===== src/design/fdm_pkg.sv =====
package fdm_pkg;

  // width of the raw sample field on the input channel
  localparam int SAMPLE_W = 12;

  localparam int WINDOW_DEPTH_DEF = 4;
  localparam int DELAY_DEPTH_DEF  = 4;
  localparam int SAMPLE_BITS_DEF  = 12;

  localparam int PHASE_W       = 32;
  localparam int PRODUCT_SHIFT = 2;

  typedef logic [PHASE_W-1:0] phase_t;

  // phase advance per sample, one eighth of a turn
  localparam phase_t PLL_STEP = phase_t'(32'h2000_0000);

endpackage


===== src/design/fdm_if.sv =====
interface fdm_sample_if
  import fdm_pkg::*;
  ();
  logic                valid;
  logic                ready;
  logic [SAMPLE_W-1:0] sample;

  modport source (output valid, output sample, input ready);
  modport sink   (input valid, input sample, output ready);
endinterface

interface fdm_bit_if
  import fdm_pkg::*;
  ();
  logic valid;
  logic ready;
  logic bit_res;

  modport source (output valid, output bit_res, input ready);
  modport sink   (input valid, input bit_res, output ready);
endinterface


===== src/design/fsk_delay_multiply_demodulator_top.sv =====
// AFSK demodulator, delay-and-multiply with a bit-timing phase loop.
// adc channel: one raw ADC sample per request (sample, low SAMPLE_BITS used).
// demod channel: one demodulated bit per request, issued once per bit period
// when the timing phase wraps from positive to negative; most samples give none.
// Two register stages: the sample is centred on the DC level and pushed into
// the delay line at acceptance; the product, filter and phase update run when
// stage two fires, which also registers any emitted bit in the output register.
// Throughput is one sample per cycle unless stage two holds; the filter and phase
// recurrences close within the second stage, around one 13x13 multiplier and one adder.
// The output register lets samples that produce no bit keep flowing while a
// bit waits; only a sample that would emit a second bit holds in stage two,
// which then backpressures the adc channel.
// Reset (rst, synchronous) clears the level window, delay line, filter,
// phase and last bit, and empties both stages; the window reads as zero
// until filled.
module fsk_delay_multiply_demodulator_top
  import fdm_pkg::*;
#(
  parameter int WINDOW_DEPTH = WINDOW_DEPTH_DEF,
  parameter int DELAY_DEPTH  = DELAY_DEPTH_DEF,
  parameter int SAMPLE_BITS  = SAMPLE_BITS_DEF
) (
  input  logic       clk,
  input  logic       rst,
  fdm_sample_if.sink adc,
  fdm_bit_if.source  demod
);

  localparam int SIG_W  = SAMPLE_BITS + 1;
  localparam int PROD_W = 2 * SIG_W - 1;
  localparam int X_W    = PROD_W - 1;
  localparam int Y_W    = X_W + 4;

  // stage one: level window and delay line
  logic [SAMPLE_BITS-1:0]  win [WINDOW_DEPTH-1];
  logic signed [SIG_W-1:0] dly [DELAY_DEPTH];

  logic [SAMPLE_BITS-1:0]  s;
  logic [SAMPLE_BITS-1:0]  mx;
  logic [SAMPLE_BITS-1:0]  mn;
  logic [SAMPLE_BITS:0]    lvl_sum;
  logic signed [SIG_W-1:0] sig;
  logic                    accept;

  // stage two registers
  logic                    v2;
  logic signed [SIG_W-1:0] sig2;
  logic signed [SIG_W-1:0] oldest2;

  // recurrence state
  logic signed [X_W-1:0] product_reg;
  logic signed [Y_W-1:0] filter_out;
  phase_t                pll_phase;
  logic                  last_bit;

  logic signed [PROD_W-1:0] prod;
  logic signed [PROD_W-1:0] prod_sh;
  logic signed [X_W-1:0]    x_now;
  logic signed [Y_W-1:0]    y_now;
  logic                     bit_now;
  phase_t                   ph_half;
  phase_t                   ph_next;
  logic                     emit;
  logic                     fire2;

  logic res_valid;
  logic res_bit;

  always_comb begin
    s = SAMPLE_BITS'(adc.sample);
    mx = s;
    mn = s;
    for (int i = 0; i < WINDOW_DEPTH - 1; i++) begin
      if (win[i] > mx) mx = win[i];
      if (win[i] < mn) mn = win[i];
    end
    lvl_sum = {1'b0, mx} + {1'b0, mn};
    sig = $signed({1'b0, s}) - $signed({1'b0, lvl_sum[SAMPLE_BITS:1]});
  end

  always_comb begin
    prod    = oldest2 * sig2;
    prod_sh = prod >>> PRODUCT_SHIFT;
    x_now   = X_W'(prod_sh);
    y_now   = Y_W'(product_reg) + Y_W'(x_now) + (filter_out >>> 1);
    bit_now = y_now[Y_W-1];
    ph_half = (bit_now != last_bit) ? {pll_phase[PHASE_W-1], pll_phase[PHASE_W-1:1]}
                                    : pll_phase;
    ph_next = ph_half + PLL_STEP;
    // positive (nonzero, sign clear) before the step, negative after
    emit    = ph_next[PHASE_W-1] && (ph_half != '0) && !ph_half[PHASE_W-1];
  end

  assign fire2     = v2 && (!emit || !res_valid || demod.ready);
  assign adc.ready = !v2 || fire2;
  assign accept    = adc.valid && adc.ready;

  always_ff @(posedge clk) begin
    if (rst) begin
      for (int i = 0; i < WINDOW_DEPTH - 1; i++) win[i] <= '0;
      for (int i = 0; i < DELAY_DEPTH; i++) dly[i] <= '0;
      v2 <= 1'b0;
    end else begin
      if (accept) begin
        win[0] <= s;
        for (int i = 1; i < WINDOW_DEPTH - 1; i++) win[i] <= win[i-1];
        dly[0] <= sig;
        for (int i = 1; i < DELAY_DEPTH; i++) dly[i] <= dly[i-1];
      end
      if (adc.ready) v2 <= accept;
    end
  end

  always_ff @(posedge clk) begin
    if (accept) begin
      sig2    <= sig;
      oldest2 <= dly[DELAY_DEPTH-1];
    end
  end

  always_ff @(posedge clk) begin
    if (rst) begin
      product_reg <= '0;
      filter_out  <= '0;
      pll_phase   <= '0;
      last_bit    <= 1'b0;
      res_valid   <= 1'b0;
    end else begin
      if (fire2) begin
        product_reg <= x_now;
        filter_out  <= y_now;
        pll_phase   <= ph_next;
        last_bit    <= bit_now;
      end
      if (fire2 && emit) begin
        res_valid <= 1'b1;
      end else if (demod.ready) begin
        res_valid <= 1'b0;
      end
    end
  end

  always_ff @(posedge clk) begin
    if (fire2 && emit) res_bit <= bit_now;
  end

  assign demod.valid   = res_valid;
  assign demod.bit_res = res_bit;

  // an emitted bit shows up in the output register with the filter sign
  a_emit_lands: assert property (@(posedge clk) disable iff (rst)
    fire2 && emit |=> res_valid && (res_bit == $past(bit_now)))
    else $error("emitted bit not registered");

  // a held stage-two sample keeps its operands
  a_stage2_hold: assert property (@(posedge clk) disable iff (rst)
    v2 && !fire2 |=> v2 && $stable(sig2) && $stable(oldest2))
    else $error("stage two sample lost while stalled");

  // recurrences move only when stage two fires
  a_state_frozen: assert property (@(posedge clk) disable iff (rst)
    !fire2 |=> $stable(filter_out) && $stable(pll_phase) && $stable(last_bit))
    else $error("filter or phase changed without a sample");

  // with no level change the phase advances by exactly one step
  a_phase_step: assert property (@(posedge clk) disable iff (rst)
    fire2 && (bit_now == last_bit) |=> pll_phase == $past(pll_phase) + PLL_STEP)
    else $error("phase advance wrong");

  // a bit is never emitted over a waiting one
  a_no_overwrite: assert property (@(posedge clk) disable iff (rst)
    res_valid && !demod.ready |-> !(fire2 && emit))
    else $error("pending bit overwritten");

endmodule


===== src/flat_wrapper.sv =====
// flat-port wrapper written by rule: the top's interface ports become plain ports
module fsk_delay_multiply_demodulator_top_flat import fdm_pkg::*;
#(
  parameter int WINDOW_DEPTH = WINDOW_DEPTH_DEF,
  parameter int DELAY_DEPTH  = DELAY_DEPTH_DEF,
  parameter int SAMPLE_BITS  = SAMPLE_BITS_DEF
)
  (clk, rst, adc_valid, adc_sample, adc_ready, demod_valid, demod_bit_res, demod_ready);
  fdm_sample_if adc_i ();
  fdm_bit_if demod_i ();
  input  logic clk;
  input  logic rst;
  input wire logic [$bits(adc_i.valid)-1:0] adc_valid;
  input wire logic [$bits(adc_i.sample)-1:0] adc_sample;
  output wire logic [$bits(adc_i.ready)-1:0] adc_ready;
  output wire logic [$bits(demod_i.valid)-1:0] demod_valid;
  output wire logic [$bits(demod_i.bit_res)-1:0] demod_bit_res;
  input wire logic [$bits(demod_i.ready)-1:0] demod_ready;
  assign adc_i.valid = adc_valid;
  assign adc_i.sample = adc_sample;
  assign adc_ready = adc_i.ready;
  assign demod_valid = demod_i.valid;
  assign demod_bit_res = demod_i.bit_res;
  assign demod_i.ready = demod_ready;
  fsk_delay_multiply_demodulator_top #(.WINDOW_DEPTH(WINDOW_DEPTH), .DELAY_DEPTH(DELAY_DEPTH), .SAMPLE_BITS(SAMPLE_BITS)) u_core (.clk(clk), .rst(rst), .adc(adc_i), .demod(demod_i));
endmodule

===== config.mk =====
export PLATFORM = sky130hd
export DESIGN_NAME = fsk_delay_multiply_demodulator_top_flat
export DESIGN_NICKNAME = d
export VERILOG_FILES = /design/src/design/fdm_pkg.sv /design/src/design/fdm_if.sv /design/src/design/fsk_delay_multiply_demodulator_top.sv /design/src/flat_wrapper.sv
export SDC_FILE = /design/constraint.sdc
export NUM_CORES = 1
export LEC_CHECK = 0
export BUFFER_PORTS_ARGS = -buffer_cell sky130_fd_sc_hd__buf_2
export CAP_MARGIN = 20
export CELL_PAD_IN_SITES_DETAIL_PLACEMENT = 0
export CELL_PAD_IN_SITES_GLOBAL_PLACEMENT = 1
export CORE_AREA = 2 2 184 186
export CTS_BUF_LIST = sky130_fd_sc_hd__clkbuf_4 sky130_fd_sc_hd__clkbuf_8
export DETAILED_ROUTE_END_ITERATION = 12
export DIE_AREA = 0 0 186 188
export PLACE_DENSITY_LB_ADDON = 0.1
export SETUP_SLACK_MARGIN = 0.1
export SYNTH_ARGS = -nofsm -noshare
export SYNTH_HDL_FRONTEND = slang
export SYNTH_SLANG_ARGS = --single-unit

===== constraint.sdc =====
create_clock -name clk -period 18.1 [get_ports clk]
set_input_delay 3.62 -clock clk [delete_from_list [all_inputs] [get_ports clk]]
set_output_delay 3.62 -clock clk [all_outputs]
set_load 0.01 [all_outputs]

==> metrics <==
reg-to-reg endpoint u_core.dly[3][7]$_SDFFCE_PN0P_; Worst-Margin Slew 1.01 ns; Iter 0 DRT Violations 474; hold_sp u_core.dly[3][8]$_SDFFCE_PN0P_; outcome complete, no violations; Fin Clk Skew 0.0229 ns; Post-Synth XOR/XNOR Area 3.25%; Die Y 188 um; syn_nets 2300; # fillers 2999; Tightest Hold Check Type flip-flop to flip-flop; aggregate routed wire length 37700 um; DR WL/cell 15.9 um; part of the Yosys area used for sequential elements 27.8%; Worst setup SP type flip-flop; GRT Util Overall 23.0%; Routed Antenna Nets 0; DRC violations left 0; register bit total from synthesis 199; max-cap violations 0; die width 186 um; core area 33100 um^2; Port Buffers 18; routed via count 12589; Layout area overhead 5.20%; cts repair resizes 0; Top reg by flops u_core.dly; initial antenna violation count 0; Final Hold Fails 0; # clock sinks 199; count of TritonRoute iterations in the first routing pass 4; CP required 14.48 ns; worst skew pair latency 0.52 ns; flop-to-flop setup slack 6.57 ns; Pins Over Slew Limit 0; CTS tree yes; global-route wire length before repair 63300 um; Clock Path Buffers 2; # rows 67; WHS Path Cells 0; max reg flops 52; DP Wirelength 29400 um; area leader, netlist fa_1; ant diodes 0; Synth area leaders fa_1 (20%), edfxtp_1 (19%), ha_1 (12%); YS warnings 0; compound-gate portion of the synthesized area 8.45%; Top Registers u_core.dly: 52 flops, u_core.win: 36 flops, u_core.pll_phase: 32 flops; tightest slew margin relative to the limit 32.3%; Cells after Synth 1925; Post-synth EDFFs 115; R2R cell count 37; Fmax 0.0711 GHz; syn avg cell area 9.61 um^2; RSZ-0062 raised after global routing false; Hold Path End u_core.oldest2[8]$_DFFE_PP_; Simple-Gate Fraction of Synth Area 14.6%; Largest stage delay, worst path 0.71 ns; final worst path period share 77.8%; top cells by instance count after synthesis inv_1 (342), nand2_1 (196), fa_1 (187), ha_1 (172), and2_1 (126); layout cell share with drive strength beyond 1 5.52%; most common cell in the synthesized netlist inv_1; Post-Synth Adder-Cell Area 31.9%; CTS Buf Count 17; Worst Path Arrival 10.45 ns; I/O pins 19; Worst setup startpoint u_core.oldest2[7]$_DFFE_PP_; setup bufs post-CTS 0; CP dominant cell by count fa_1; initial core utilization 55.9%; Yosys cell types 66; slowest CP cell xnor2_1; setup TNS 0 ns; Root Driver clkbuf_8; largest net degree at the start of global routing 87; Synth top area share 20.2%; nets 2281; die area 35000 um^2; Worst setup EP type primary output; crit-path max FO 13; CTS H-tree lvls 4; main combinational cell family by area after synthesis adder cells; gp weighted congestion 0.854; Critical R2R Launch u_core.oldest2[7]$_DFFE_PP_; CTS clk-pin slew, worst paths 0.10 ns; Synth Cell Area 18500 um^2; Hold Buf Count CTS 0; vias per cell 5.32; gr ovfl total 0; minimum clock period 14.07 ns; Final Util 58.8%; Synth Flop Type edfxtp_1; mux contribution to synthesized area 5.57%; number of global-route vias before repair 13021; Final setup viols 0; ys async rst share 0%; critical path class flip-flop to primary output
## per-stage QoR
stage          worst slack (ns)  area, um^2  hold slack [ns]  std cells
6_report                   4.03       19500            0.424       2367
5_1_grt                    3.35       19500            0.435       2367
4_1_cts                    3.94       19400            0.421       2366
3_5_place_dp               4.55       19000            0.405       2334
3_3_place_gp               4.53       19000            0.403       2333
2_1_floorplan              5.88       18500            0.400       1925
## final cells by class
cell class | instances | area, um^2 | share of cell area (%)
Timing Repair Buffer | 27 | 181 | 0.932
Clock inverter | 14 | 205 | 1.05
Tap cell | 448 | 561 | 2.88
Inverter | 342 | 1280 | 6.60
Clock buffer | 18 | 248 | 1.27
Multi-Input combinational cell | 1319 | 11900 | 60.9
Sequential cell | 199 | 5130 | 26.4
## routing by layer
layer | vias to the layer above | part of all wire (%) | track usage, %
li1 | 6194 | - | -
met1 | 6226 | 43 | 27.9
met2 | 123 | 53 | 41.9
met3 | 46 | 1.8 | 3.11
met4 | 0 | 2.2 | 7.09
met5 | - | 0 | 0
## logic make-up after synthesis
family / Yosys count
flip-flops: 199
AND/OR/NAND/NOR: 555
multiplexers: 100
adder cells (fa/ha/maj): 359
XOR/XNOR: 67
AO/OA/AOI/OAI: 238
buffers and inverters: 407
## worst max-delay path by stage
stage                endpoint  cells past startpoint  slack [ns]
floorplan           adc_ready                     36        5.88
global route        adc_ready                     37        3.35
detailed placement  adc_ready                     36        4.55
finish              adc_ready                     36        4.03
global placement    adc_ready                     36        4.53
CTS                 adc_ready                     36        3.94
## cells in the final DEF, fill, tap and decap left out, types with 5 or more instances in the layout
cell	instances
a211oi_1	11
a21o_1	21
a21oi_1	86
a31o_2	5
a31oi_1	8
and2_1	126
and3_1	12
buf_2	18
buf_4	7
clkbuf_8	18
dfxtp_1	84
edfxtp_1	115
fa_1	187
ha_1	172
inv_1	342
mux2_2	24
mux2i_1	76
nand2_1	196
nand2b_1	13
nand3_1	10
nand4_1	14
nor2_1	100
nor2b_1	34
nor3_1	18
nor4_1	8
o211ai_1	8
o21a_1	13
o21ai_0	37
o21bai_1	11
or3_1	6
xnor2_1	39
xor2_1	27
## critical path: cells and delay by family, from the launching register on
kind	cells	cell delay [ns]
fa+ha+maj	10	4.09
buf+inv	6	0.47
xor+xnor	2	1.12
simple gates	7	1.34
mux	1	0.30
flops	1	0.65
compound gates	10	1.97
Power is not shown: default switching activity piles up to over one toggle a cycle in this logic, so the estimate is an artifact.
